<file path="src/rtl/rmss_pkg.sv">
// Package for the row mirror sepia stream block: field widths, register codes,
// the queue entry type and the sepia arithmetic. No dependencies.
`timescale 1ns / 1ps

package rmss_pkg;

  localparam int unsigned ChanW        = 8;
  localparam int unsigned PixelW       = 3 * ChanW;
  localparam int unsigned RowWidthW    = 7;
  localparam int unsigned MaxRowPixels = 64;
  localparam int unsigned CfgAddrW     = 4;
  localparam int unsigned CfgDataW     = 32;
  localparam int unsigned SumW         = 10;

  localparam logic [RowWidthW-1:0] RowWidthRst = 7'd64;

  typedef enum logic [1:0] {
    REG_FLIP  = 2'd0,
    REG_SEPIA = 2'd1,
    REG_WIDTH = 2'd2
  } reg_idx_e;

  // floor(x / 1000) == (x * Recip) >> RecipShift for x below 2^18
  localparam int unsigned Recip      = 268436;
  localparam int unsigned RecipShift = 28;
  localparam int unsigned KW         = 28;
  localparam int unsigned ProdW      = KW + ChanW;

  localparam logic [KW-1:0] KRr = KW'(393 * Recip);
  localparam logic [KW-1:0] KRg = KW'(769 * Recip);
  localparam logic [KW-1:0] KRb = KW'(189 * Recip);
  localparam logic [KW-1:0] KGr = KW'(349 * Recip);
  localparam logic [KW-1:0] KGg = KW'(686 * Recip);
  localparam logic [KW-1:0] KGb = KW'(168 * Recip);
  localparam logic [KW-1:0] KBr = KW'(272 * Recip);
  localparam logic [KW-1:0] KBg = KW'(534 * Recip);
  localparam logic [KW-1:0] KBb = KW'(131 * Recip);

  localparam logic [SumW-1:0] SatMax = 10'd255;

  typedef enum logic {
    BK_IDLE  = 1'b0,
    BK_DRAIN = 1'b1
  } back_state_e;

  typedef struct packed {
    logic                 is_row;
    logic                 row_end;
    logic [PixelW-1:0]    pixel;
    logic [RowWidthW-1:0] last_pos;
  } cmd_t;

  function automatic logic [ChanW-1:0] sepia_term(input logic [ChanW-1:0] ch,
                                                  input logic [KW-1:0] k);
    logic [ProdW-1:0] p;
    p = ProdW'(ch) * ProdW'(k);
    return p[ProdW-1:RecipShift];
  endfunction

endpackage

</file>
<file path="src/rtl/rmss_ram.sv">
// Generic single-write, single-read RAM with registered read data.
// No dependencies.
`timescale 1ns / 1ps

module rmss_ram #(
  parameter int unsigned Width = 24,
  parameter int unsigned Depth = 64
) (
  input  logic                     clk_i,
  input  logic                     we_i,
  input  logic [$clog2(Depth)-1:0] waddr_i,
  input  logic [Width-1:0]         wdata_i,
  input  logic                     re_i,
  input  logic [$clog2(Depth)-1:0] raddr_i,
  output logic [Width-1:0]         rdata_o
);

  logic [Width-1:0] mem_q [Depth];
  logic [Width-1:0] rdata_q;

  always_ff @(posedge clk_i) begin
    if (we_i) begin
      mem_q[waddr_i] <= wdata_i;
    end
    if (re_i) begin
      rdata_q <= mem_q[raddr_i];
    end
  end

  assign rdata_o = rdata_q;

endmodule

</file>
<file path="src/rtl/rmss_fifo.sv">
// Two-entry command queue between the front and the back part.
// Depends on rmss_pkg for the entry type.
`timescale 1ns / 1ps

module rmss_fifo (
  input  logic          clk_i,
  input  logic          rst_ni,
  input  logic          push_i,
  input  rmss_pkg::cmd_t push_cmd_i,
  output logic          full_o,
  input  logic          pop_i,
  output rmss_pkg::cmd_t head_o,
  output logic          empty_o
);
  import rmss_pkg::*;

  cmd_t       entry_q [2];
  logic       wr_ptr_q, wr_ptr_d;
  logic       rd_ptr_q, rd_ptr_d;
  logic [1:0] count_q, count_d;

  always_comb begin
    wr_ptr_d = push_i ? ~wr_ptr_q : wr_ptr_q;
    rd_ptr_d = pop_i ? ~rd_ptr_q : rd_ptr_q;
    count_d  = count_q + 2'(push_i) - 2'(pop_i);
  end

  always_ff @(posedge clk_i or negedge rst_ni) begin
    if (!rst_ni) begin
      wr_ptr_q <= 1'b0;
      rd_ptr_q <= 1'b0;
      count_q  <= 2'd0;
    end else begin
      wr_ptr_q <= wr_ptr_d;
      rd_ptr_q <= rd_ptr_d;
      count_q  <= count_d;
    end
  end

  always_ff @(posedge clk_i) begin
    if (push_i) begin
      entry_q[wr_ptr_q] <= push_cmd_i;
    end
  end

  assign head_o  = entry_q[rd_ptr_q];
  assign full_o  = count_q == 2'd2;
  assign empty_o = count_q == 2'd0;

endmodule

</file>
<file path="src/rtl/rmss_front.sv">
// Front part: accepts pixels, tracks the column, fills the row store and
// queues pass or row commands. Depends on rmss_pkg.
`timescale 1ns / 1ps

module rmss_front #(
  parameter int unsigned MaxRowPixels = rmss_pkg::MaxRowPixels
) (
  input  logic                                 clk_i,
  input  logic                                 rst_ni,
  input  logic                                 in_valid_i,
  output logic                                 in_stall_o,
  input  logic [rmss_pkg::PixelW-1:0]          pixel_i,
  input  logic                                 flip_i,
  input  logic [rmss_pkg::RowWidthW-1:0]       row_width_i,
  input  logic                                 row_done_i,
  input  logic                                 fifo_full_i,
  output logic                                 push_o,
  output rmss_pkg::cmd_t                       push_cmd_o,
  output logic                                 ram_we_o,
  output logic [$clog2(MaxRowPixels)-1:0]      ram_waddr_o
);
  import rmss_pkg::*;

  localparam int unsigned AW = $clog2(MaxRowPixels);

  logic [AW-1:0]        count_q, count_d;
  logic                 busy_q, busy_d;
  logic                 accept;
  logic                 last;
  logic [RowWidthW-1:0] w_eff;
  logic [RowWidthW-1:0] pos_next;

  always_comb begin
    if (row_width_i == '0) begin
      w_eff = RowWidthW'(1);
    end else if (row_width_i > RowWidthW'(MaxRowPixels)) begin
      w_eff = RowWidthW'(MaxRowPixels);
    end else begin
      w_eff = row_width_i;
    end
  end

  assign in_stall_o = fifo_full_i || busy_q;
  assign accept     = in_valid_i && !in_stall_o;
  assign pos_next   = RowWidthW'(count_q) + RowWidthW'(1);
  assign last       = pos_next >= w_eff;

  always_comb begin
    count_d = count_q;
    busy_d  = busy_q;
    if (accept) begin
      count_d = last ? '0 : count_q + AW'(1);
    end
    if (row_done_i) begin
      busy_d = 1'b0;
    end
    if (accept && flip_i && last) begin
      busy_d = 1'b1;
    end
  end

  always_ff @(posedge clk_i or negedge rst_ni) begin
    if (!rst_ni) begin
      count_q <= '0;
      busy_q  <= 1'b0;
    end else begin
      count_q <= count_d;
      busy_q  <= busy_d;
    end
  end

  always_comb begin
    push_cmd_o.is_row   = flip_i;
    push_cmd_o.row_end  = last;
    push_cmd_o.pixel    = pixel_i;
    push_cmd_o.last_pos = RowWidthW'(count_q);
  end

  assign push_o      = accept && (!flip_i || last);
  assign ram_we_o    = accept && flip_i;
  assign ram_waddr_o = count_q;

  a_push_room: assert property (@(posedge clk_i) disable iff (!rst_ni)
    push_o |-> !fifo_full_i)
    else $error("push into full queue");

  a_row_done_busy: assert property (@(posedge clk_i) disable iff (!rst_ni)
    row_done_i |-> busy_q)
    else $error("row drain finished with no row pending");

  a_no_write_busy: assert property (@(posedge clk_i) disable iff (!rst_ni)
    busy_q |-> !ram_we_o)
    else $error("row store written while a row drains");

endmodule

</file>
<file path="src/rtl/rmss_back.sv">
// Back part: pops commands, reads stored rows in reverse, applies sepia in a
// short pipeline and holds the output register. Depends on rmss_pkg.
`timescale 1ns / 1ps

module rmss_back #(
  parameter int unsigned MaxRowPixels = rmss_pkg::MaxRowPixels
) (
  input  logic                              clk_i,
  input  logic                              rst_ni,
  input  rmss_pkg::cmd_t                    head_i,
  input  logic                              empty_i,
  output logic                              pop_o,
  output logic                              row_done_o,
  input  logic                              sepia_i,
  output logic                              ram_re_o,
  output logic [$clog2(MaxRowPixels)-1:0]   ram_raddr_o,
  input  logic [rmss_pkg::PixelW-1:0]       ram_rdata_i,
  output logic                              out_valid_o,
  input  logic                              out_stall_i,
  output logic [rmss_pkg::ChanW-1:0]        out_red_o,
  output logic [rmss_pkg::ChanW-1:0]        out_green_o,
  output logic [rmss_pkg::ChanW-1:0]        out_blue_o,
  output logic                              row_end_o
);
  import rmss_pkg::*;

  localparam int unsigned AW = $clog2(MaxRowPixels);

  back_state_e state_q, state_d;
  logic [AW-1:0] idx_q, idx_d;
  logic          advance;
  logic          issue_valid, issue_end;

  logic              v1_q, ram1_q, end1_q;
  logic [PixelW-1:0] pix1_q;
  logic              v2_q, end2_q;
  logic [PixelW-1:0] pix2_q;
  logic [ChanW-1:0]  t_q [9];
  logic [ChanW-1:0]  t_d [9];
  logic              v3_q, end3_q;
  logic [PixelW-1:0] pix3_q, pix3_d;

  logic [PixelW-1:0] px;
  logic [SumW-1:0]   sum_r, sum_g, sum_b;

  assign advance = !v3_q || !out_stall_i;

  always_comb begin
    state_d = state_q;
    case (state_q)
      BK_IDLE: begin
        if (advance && !empty_i && head_i.is_row) begin
          state_d = BK_DRAIN;
        end
      end
      BK_DRAIN: begin
        if (advance && idx_q == '0) begin
          state_d = BK_IDLE;
        end
      end
      default: state_d = BK_IDLE;
    endcase
  end

  always_comb begin
    pop_o       = 1'b0;
    issue_valid = 1'b0;
    issue_end   = 1'b0;
    row_done_o  = 1'b0;
    ram_re_o    = advance;
    idx_d       = idx_q;
    case (state_q)
      BK_IDLE: begin
        pop_o       = advance && !empty_i;
        issue_valid = pop_o && !head_i.is_row;
        issue_end   = head_i.row_end;
        if (pop_o && head_i.is_row) begin
          idx_d = head_i.last_pos[AW-1:0];
        end
      end
      BK_DRAIN: begin
        issue_valid = advance;
        issue_end   = idx_q == '0;
        row_done_o  = advance && idx_q == '0;
        if (advance) begin
          idx_d = idx_q - AW'(1);
        end
      end
      default: begin
        pop_o = 1'b0;
      end
    endcase
  end

  assign ram_raddr_o = idx_q;

  always_ff @(posedge clk_i or negedge rst_ni) begin
    if (!rst_ni) begin
      state_q <= BK_IDLE;
      idx_q   <= '0;
      v1_q    <= 1'b0;
      v2_q    <= 1'b0;
      v3_q    <= 1'b0;
    end else begin
      state_q <= state_d;
      idx_q   <= idx_d;
      if (advance) begin
        v1_q <= issue_valid;
        v2_q <= v1_q;
        v3_q <= v2_q;
      end
    end
  end

  assign px = ram1_q ? ram_rdata_i : pix1_q;

  always_comb begin
    t_d[0] = sepia_term(px[23:16], KRr);
    t_d[1] = sepia_term(px[15:8],  KRg);
    t_d[2] = sepia_term(px[7:0],   KRb);
    t_d[3] = sepia_term(px[23:16], KGr);
    t_d[4] = sepia_term(px[15:8],  KGg);
    t_d[5] = sepia_term(px[7:0],   KGb);
    t_d[6] = sepia_term(px[23:16], KBr);
    t_d[7] = sepia_term(px[15:8],  KBg);
    t_d[8] = sepia_term(px[7:0],   KBb);
  end

  always_comb begin
    sum_r = SumW'(t_q[0]) + SumW'(t_q[1]) + SumW'(t_q[2]);
    sum_g = SumW'(t_q[3]) + SumW'(t_q[4]) + SumW'(t_q[5]);
    sum_b = SumW'(t_q[6]) + SumW'(t_q[7]) + SumW'(t_q[8]);
    if (sepia_i) begin
      pix3_d[23:16] = (sum_r > SatMax) ? ChanW'(SatMax) : sum_r[ChanW-1:0];
      pix3_d[15:8]  = (sum_g > SatMax) ? ChanW'(SatMax) : sum_g[ChanW-1:0];
      pix3_d[7:0]   = (sum_b > SatMax) ? ChanW'(SatMax) : sum_b[ChanW-1:0];
    end else begin
      pix3_d = pix2_q;
    end
  end

  always_ff @(posedge clk_i) begin
    if (advance) begin
      ram1_q <= state_q == BK_DRAIN;
      end1_q <= issue_end;
      pix1_q <= head_i.pixel;
      end2_q <= end1_q;
      pix2_q <= px;
      t_q    <= t_d;
      end3_q <= end2_q;
      pix3_q <= pix3_d;
    end
  end

  assign out_valid_o = v3_q;
  assign out_red_o   = pix3_q[23:16];
  assign out_green_o = pix3_q[15:8];
  assign out_blue_o  = pix3_q[7:0];
  assign row_end_o   = end3_q;

  a_pop_nonempty: assert property (@(posedge clk_i) disable iff (!rst_ni)
    pop_o |-> !empty_i)
    else $error("pop from empty queue");

  a_drain_tail: assert property (@(posedge clk_i) disable iff (!rst_ni)
    row_done_o |=> (v1_q && end1_q && ram1_q))
    else $error("row drain did not close with a marked read");

  a_pipe_flow: assert property (@(posedge clk_i) disable iff (!rst_ni)
    (advance && v2_q) |=> v3_q)
    else $error("pixel lost between pipeline stages");

endmodule

</file>
<file path="src/rtl/row_mirror_sepia_stream_top.sv">
// Top level of the row mirror sepia stream block: APB registers and the
// front, queue, row store and back instances. Depends on rmss_pkg and all rmss_* modules.
`timescale 1ns / 1ps

// With flip off, one pixel per cycle goes in unless stalled, and its transfer is offered
// once it has passed the queue and the sepia pipeline. With flip on, a row of n pixels
// is taken at one per cycle, unless stalled, into the row store. On its last pixel the
// input stalls while the back part reads the row out of the store's single read port,
// last pixel first, one per cycle unless the output stalls. Sepia is a three-stage
// pipeline (row store read, nine constant multiplies with divide by 1000, sum and clamp).
// The user must change configuration only while the block is idle; it is not enforced.
module row_mirror_sepia_stream_top #(
  parameter int unsigned MaxRowPixels = rmss_pkg::MaxRowPixels
) (
  input  logic                            clk_i,
  input  logic                            rst_ni,
  input  logic                            in_valid_i,
  output logic                            in_stall_o,
  input  logic [rmss_pkg::ChanW-1:0]      in_red_i,
  input  logic [rmss_pkg::ChanW-1:0]      in_green_i,
  input  logic [rmss_pkg::ChanW-1:0]      in_blue_i,
  output logic                            out_valid_o,
  input  logic                            out_stall_i,
  output logic [rmss_pkg::ChanW-1:0]      out_red_o,
  output logic [rmss_pkg::ChanW-1:0]      out_green_o,
  output logic [rmss_pkg::ChanW-1:0]      out_blue_o,
  output logic                            row_end_o,
  input  logic                            psel,
  input  logic                            penable,
  input  logic                            pwrite,
  input  logic [rmss_pkg::CfgAddrW-1:0]   paddr,
  input  logic [rmss_pkg::CfgDataW-1:0]   pwdata,
  output logic [rmss_pkg::CfgDataW-1:0]   prdata,
  output logic                            pready
);
  import rmss_pkg::*;

  localparam int unsigned AW = $clog2(MaxRowPixels);

  logic                 flip_q, flip_d;
  logic                 sepia_q, sepia_d;
  logic [RowWidthW-1:0] width_q, width_d;
  logic                 wr_en;
  reg_idx_e             reg_idx;

  logic          push, pop, full, empty, row_done;
  cmd_t          push_cmd, head;
  logic          ram_we, ram_re;
  logic [AW-1:0] ram_waddr, ram_raddr;
  logic [PixelW-1:0] ram_rdata;

  assign pready  = 1'b1;
  assign wr_en   = psel && penable && pwrite && pready;
  assign reg_idx = reg_idx_e'(paddr[3:2]);

  always_comb begin
    flip_d  = flip_q;
    sepia_d = sepia_q;
    width_d = width_q;
    prdata  = '0;
    case (reg_idx)
      REG_FLIP: begin
        prdata = CfgDataW'(flip_q);
        if (wr_en) begin
          flip_d = pwdata[0];
        end
      end
      REG_SEPIA: begin
        prdata = CfgDataW'(sepia_q);
        if (wr_en) begin
          sepia_d = pwdata[0];
        end
      end
      REG_WIDTH: begin
        prdata = CfgDataW'(width_q);
        if (wr_en) begin
          width_d = pwdata[RowWidthW-1:0];
        end
      end
      default: prdata = '0;
    endcase
  end

  always_ff @(posedge clk_i or negedge rst_ni) begin
    if (!rst_ni) begin
      flip_q  <= 1'b0;
      sepia_q <= 1'b0;
      width_q <= RowWidthRst;
    end else begin
      flip_q  <= flip_d;
      sepia_q <= sepia_d;
      width_q <= width_d;
    end
  end

  rmss_front #(
    .MaxRowPixels(MaxRowPixels)
  ) u_front (
    .clk_i       (clk_i),
    .rst_ni      (rst_ni),
    .in_valid_i  (in_valid_i),
    .in_stall_o  (in_stall_o),
    .pixel_i     ({in_red_i, in_green_i, in_blue_i}),
    .flip_i      (flip_q),
    .row_width_i (width_q),
    .row_done_i  (row_done),
    .fifo_full_i (full),
    .push_o      (push),
    .push_cmd_o  (push_cmd),
    .ram_we_o    (ram_we),
    .ram_waddr_o (ram_waddr)
  );

  rmss_fifo u_fifo (
    .clk_i      (clk_i),
    .rst_ni     (rst_ni),
    .push_i     (push),
    .push_cmd_i (push_cmd),
    .full_o     (full),
    .pop_i      (pop),
    .head_o     (head),
    .empty_o    (empty)
  );

  rmss_ram #(
    .Width(PixelW),
    .Depth(MaxRowPixels)
  ) u_row_store (
    .clk_i   (clk_i),
    .we_i    (ram_we),
    .waddr_i (ram_waddr),
    .wdata_i (push_cmd.pixel),
    .re_i    (ram_re),
    .raddr_i (ram_raddr),
    .rdata_o (ram_rdata)
  );

  rmss_back #(
    .MaxRowPixels(MaxRowPixels)
  ) u_back (
    .clk_i       (clk_i),
    .rst_ni      (rst_ni),
    .head_i      (head),
    .empty_i     (empty),
    .pop_o       (pop),
    .row_done_o  (row_done),
    .sepia_i     (sepia_q),
    .ram_re_o    (ram_re),
    .ram_raddr_o (ram_raddr),
    .ram_rdata_i (ram_rdata),
    .out_valid_o (out_valid_o),
    .out_stall_i (out_stall_i),
    .out_red_o   (out_red_o),
    .out_green_o (out_green_o),
    .out_blue_o  (out_blue_o),
    .row_end_o   (row_end_o)
  );

endmodule

</file>
<file path="config.mk">
export PLATFORM = sky130hd
export DESIGN_NAME = row_mirror_sepia_stream_top
export DESIGN_NICKNAME = d
export VERILOG_FILES = /design/src/rtl/rmss_pkg.sv /design/src/rtl/rmss_ram.sv /design/src/rtl/rmss_fifo.sv /design/src/rtl/rmss_front.sv /design/src/rtl/rmss_back.sv /design/src/rtl/row_mirror_sepia_stream_top.sv
export SDC_FILE = /design/constraint.sdc
export NUM_CORES = 2
export LEC_CHECK = 0
export BUFFER_PORTS_ARGS = -buffer_cell sky130_fd_sc_hd__buf_4
export CORE_AREA = 2 2 445 447
export CTS_BUF_LIST = sky130_fd_sc_hd__clkbuf_8
export DETAILED_ROUTE_END_ITERATION = 7
export DIE_AREA = 0 0 447 449
export GPL_TIMING_DRIVEN = 0
export PLACE_DENSITY_LB_ADDON = 0.1
export SLEW_MARGIN = 10
export SYNTH_ARGS = -nofsm -noshare
export SYNTH_HDL_FRONTEND = slang
export SYNTH_SLANG_ARGS = --single-unit
</file>
<file path="constraint.sdc">
create_clock -name clk_i -period 5.8 [get_ports clk_i]
set_clock_uncertainty 0.2 [all_clocks]
set_input_delay 0.29 -clock clk_i [delete_from_list [all_inputs] [get_ports clk_i]]
set_output_delay 0.29 -clock clk_i [all_outputs]
set_load 0.005 [all_outputs]
</file>
; Yosys cells after proc, flatten, opt, wreduce, memory -nomap -nowiden
; Memory sizes are Yosys's and may differ from the RTL's. A register that Yosys moved wholly into a read port is not among the register bits.
; Cells that the tools add are included.
; W data, S select, Z words.
[totals]
in_bits = 67
mem_bits_rw = 1600
mem_count = 2
reg_bits = 169
output_inout_bits = 60
[memory_table]
columns = memory, words, width, rd, rd_ports_with_merged_regs, wr, line_no
row1 = u_row_store.mem_q, 64, 24, 1, 1, 1, rmss_ram.sv:18  ; logic [Width-1:0] mem_q [Depth];
row2 = u_fifo.entry_q, 2, 32, 1, 0, 1, rmss_fifo.sv:17  ; cmd_t entry_q [2];
[op_classes]
eq_ne = 5
reduce_logical = 28
order_cmp = 5
add_sub_neg = 11
mux = 25
mul = 9
bitwise = 3
[op_table]
columns = cell, n
row1 = $mul A8 B25 Y33 const B, 4
row2 = $mul A8 B24 Y32 const B, 2
row3 = $mul A8 B21 Y29 const B, 2
row4 = $mux W24, 2
row5 = $mul A8 B26 Y34 const B, 1
row6 = $add A10 B6 Y10, 3
row7 = $gt A10 B8 Y1 const B, 3
row8 = $add A7 B8 Y9, 3
row9 = $mux W8, 3
row10 = $pmux W7 S3, 1
row11 = $mux W6, 3
row12 = $mux W7, 2
row13 = $pmux W6 S2, 1
row14 = $logic_and A1 B1 Y1, 10
row15 = $mux W1, 10
row16 = $reduce_and A2 Y1, 4
row17 = $add A6 B1 Y7 const B, 1
row18 = $ge A7 B7 Y1, 1
row19 = $gt A7 B7 Y1 const B, 1
row20 = $logic_not A7 Y1, 1
row21 = $add A6 B1 Y6 const B, 1
row22 = $logic_not A1 Y1, 6
row23 = $logic_not A6 Y1, 1
row24 = $pmux W1 S2, 3
row25 = other kinds (11), 17

; Logic depth before layout (Yosys ltp)
[depth]
depth_word = 8
ltp_mapped = 22
depth_no_buf = 19

; Modules after synthesis
; From an unflattened synthesis, not the netlist that was laid out.
[unflattened]
hier_cells = 5244
hier_area_um2 = 88215.9
[modules_own_cells]
columns = mod, area_each_um2, seq_area_each_um2, cells_per_inst, instances
row1 = rmss_ram, 59535.8, 46844.9, 2610, 1
row2 = rmss_back, 24468.5, 4424.2, 2350, 1
row3 = rmss_fifo, 2730.1, 2082.0, 118, 1
row4 = rmss_front, 847.1, 175.2, 106, 1
row5 = row_mirror_sepia_stream_top, 634.4, 226.5, 60, 1

; Least setup slack after synthesis
; Ideal clock, no wire load.
[synth_timing]
path_kind = reg2reg
from = register u_back.ram1_q
to = register u_back.t_q[70] (netlist bit), data pin
t_arrival_ns = 5.942
path_buffers = 3
required_time_ns = 5.339
stages_incl_launch_ff = 20
slack_ns = -0.603
path_cell_list = edfxtp_1 buf_4 buf_2 buf_1 mux2i_1 inv_1 fa_1 inv_1 fa_1 fa_1 inv_1 ha_1 o21ai_0 a21oi_1 a22oi_1 a21oi_1 a2111oi_4 o211ai_1 a21oi_1 xnor2_1
[synth_rtl]
columns = item, line_no
row1 = "start, declared", rmss_back.sv:34  ; logic v1_q, ram1_q, end1_q;
row2 = "start signal, assigned", rmss_back.sv:144  ; ram1_q <= state_q == BK_DRAIN;
row3 = "end signal, assigned", rmss_back.sv:149  ; t_q <= t_d;
row4 = "end, declared", rmss_back.sv:38  ; logic [ChanW-1:0] t_q [9];

==> metrics.md <==
| Metric | Value |
|---|---|
| Status | `finished clean` |
| CP Launch Point | `u_back.ram1_q$_DFFE_PN_` |
| NumNets Final | `6,745` |
| DR vias | `48,830` |
| Clock buffer depth | `4` |
| CTS Buf Count | `316` |
| R2r startpoint | `u_back.ram1_q$_DFFE_PN_` |
| Initial antenna violation count | `16` |
| Die Ht | `449 um` |
| Mapped Area | `87,740 um^2` |
| Die area | `200,700 um^2` |
| Cell count after synthesis | `5,055` |
| Placement Setup Slack | `-2.106 ns` |
| EDFF count, synth | `1,763` |
| Synth Area in Simple Gates | `2.695%` |
| Wire length per cell | `29.04 um` |
| Clk_lat worst skew | `1.09 ns` |
| Clk slew on worst S/H paths | `0.06 ns` |
| Post-Synth Adder-Cell Area | `15.14%` |
| Largest net degree at the start of global routing | `89` |
| I/O Pins | `127` |
| WP data required | `6.37 ns` |
| Hpwl dp | `171,200 um` |
| Largest family of logic cells by synthesized area | `adder cells` |
| #FFs+latches synth | `1,793` |
| Final Hold Fails | `0` |
| Setup_tns | `0 ns` |
| Routability cong. | `0.8412` |
| Initial DRC count | `4,476` |
| Async set-or-reset flop fraction in the synthesized netlist | `1.673%` |
| Yosys cell types | `82` |
| Inst Count DP | `7,865` |
| Synth area leader | `edfxtp_1` |
| Post-Synth XOR/XNOR Area | `0.8585%` |
| Reg area | `53,690 um^2` |
| Avg Vias per Cell | `5.647` |
| Layout cell share with drive strength beyond 1 | `25.75%` |
| RSZ-0062 raised after global routing | `yes` |
| Fmax | `172.6 MHz` |
| Area occupied by multi-input gates | `32,950 um^2` |
| Crit path max fanout | `6` |
| Setup crit end kind | `flop` |
| Commonest cells in the netlist | `1,763 x edfxtp_1, 623 x ha_1, 544 x inv_1` |
| Mean Syn Cell Area | `17.36 um^2` |
| Critical path type | `flop to flop` |
| Non-Filler Instances | `8,646` |
| CTS sink count | `1,793` |
| Worst Tran Pin Value | `1.395 ns` |
| Post-synth top area share | `60.34%` |
| Final Worst Setup Slack | `0.004793 ns` |
| R2R Setup Slk | `0.005 ns` |
| Rel. slew slack | `7.006%` |
| Synth top area cells | `edfxtp_1 60%, mux4_2 11%, ha_1 8.9%` |
| Compound-Gate Fraction of Synth Area | `3.776%` |
| GRT Overall Usage | `25.24%` |
| CTS tree | `yes` |
| Die Wd | `447 um` |
| Max-capacitance violation count | `0` |
| # DRC | `0` |
| Min-delay src | `in_valid_i` |
| Vias in the first global route | `49,960` |
| Hold slack | `0.1134 ns` |
| Worst EP arrival | `6.37 ns` |
| First-pass GRT wire length | `359,300 um` |
| Warnings from Yosys | `0` |
| Cell with the most instances after synthesis | `edfxtp_1` |
| H-tree levels | `5` |
| Area growth, synth to finish | `17.35%` |
| Detailed Routing Iterations Pass 1 | `5` |
| Final Critical Period | `5.795 ns` |
| Top FF cell, synth | `edfxtp_1` |
| R2R depth | `22` |
| Mux cell area share after synthesis | `12.93%` |
| Final setup vio count | `0` |
| Tightest Hold Check Type | `input port to flop` |
| WHS Path Cells | `5` |
| Core region area | `196,200 um^2` |
| Port bufs | `73` |
| Total Routed Length | `251,100 um` |
| Layout fillers | `16,110` |
| Clock root cell | `clkbuf_8` |
| GR Overflow Total | `0` |
| Setup crit start kind | `flop` |
| Seq/Total Area, Yosys | `61.20%` |
| Initial core utilization | `44.72%` |
| Post-route ant nets | `0` |
| Final cycle utilization of the critical path | `99.92%` |
| Max Transition Viols Final | `0` |
| Std-Cell Rows | `163` |
==> what timing repair did <==
item	CTS	global route
setup buffers	114	67
resized for setup	155	144
hold buffers	60	0
pin swaps	36	105
gates cloned	3	0
setup endpoints to repair	63	41
hold endpoints to repair	1639	0
==> critical path, stage by stage, from the launching register on <==
cell and delay (ns):
edfxtp_1 0.34, buf_6 0.14, buf_12 0.15, buf_16 0.15, mux2i_4 0.28, clkinvlp_4 0.13
buf_6 0.15, fa_2 0.65, inv_2 0.06, fa_1 0.51, fa_2 0.41, fa_1 0.57
inv_1 0.07, ha_4 0.23, a21oi_2 0.16, o221ai_2 0.13, a311oi_2 0.34, o211ai_1 0.15
buf_4 0.19, nand3_4 0.06, nand3b_1 0.13, buf_4 0.18, xor2_2 0.14
==> state kept, by name (all words and copies together) (netlist names), 2 cells and up <==
register	flops
u_back.pix1_q	24
u_fifo.count_q	2
u_front.ram_waddr_o	6
u_back.t_q	63
u_row_store.rdata_o	24
u_back.pix2_q	24
u_fifo.entry_q	64
u_back.ram_raddr_o	6
u_back.pix3_q	24
u_row_store.mem_q	1536
width_q	7
==> metrics by stage <==
| stage | util [%] | instance area, um^2 |
|---|---|---|
| after floorplan | - | 87860 |
| after global placement | 46.75 | 91720 |
| after detailed placement | 47.87 | 93930 |
| after CTS | 51.86 | 101700 |
| after global routing | 52.47 | 102900 |
| final | 52.48 | 103000 |
==> final timing paths <==
path,to
min in group asynchronous,u_back.ram_raddr_o[4]$_DFFE_PN0P_
hold reg to reg,u_back.end2_q$_DFFE_PN_
setup reg to reg,u_back.t_q[61]$_DFFE_PN_
hold / removal,u_front.ram_waddr_o[0]$_DFFE_PN0P_
max in group asynchronous,width_q[5]$_DFFE_PN0P_
setup / recovery,u_back.t_q[61]$_DFFE_PN_
==> placed cells by master, fill, tap and decap left out, types with 31 or more instances in the layout <==
| master | instances |
|---|---|
| mux2i_1 | 87 |
| xnor2_1 | 52 |
| a21o_1 | 56 |
| nand2_1 | 120 |
| buf_12 | 41 |
| buf_2 | 38 |
| inv_1 | 611 |
| dlygate4sd3_1 | 59 |
| nor2_1 | 87 |
| mux2_2 | 32 |
| buf_4 | 280 |
| a21oi_1 | 74 |
| ha_4 | 32 |
| clkinv_1 | 78 |
| buf_16 | 42 |
| ha_1 | 586 |
| nor3_1 | 31 |
| nor2_4 | 65 |
| clkbuf_1 | 56 |
| edfxtp_1 | 1763 |
| o21ai_0 | 81 |
| clkbuf_8 | 322 |
| fa_1 | 255 |
| nand3_1 | 42 |
| mux4_2 | 438 |
==> per-layer routing <==
metal | share of wire (%) | up-vias | track usage [%]
met5 | 0.014 | - | 0
met3 | 6.5 | 389 | 4.502
met1 | 41 | 25720 | 34.10
met2 | 49 | 1661 | 41.29
met4 | 3.5 | 6 | 8.625
li1 | - | 21050 | -
==> cell families after synthesis <==
family | after synthesis
adders and majority gates | 897
AOI/OAI and AO/OA | 479
muxes | 581
DFF | 1793
and+or+nand+nor | 498
xor gates and xnor gates | 86
other | 2
buffers and inverters | 719
==> area by class of cell <==
cell class,instances,area share [%]
clock buffer,322,4.305
sequential,1793,52.15
timing repair buffer,384,4.283
inverter,546,2.073
clock inverter,212,0.9698
buffer,173,0.9795
tap,2640,3.208
antenna,9,0.02188
multi-input combinational,2567,32.01
Power is not shown: default switching activity piles up to over one toggle a cycle in this logic, so the estimate is an artifact.
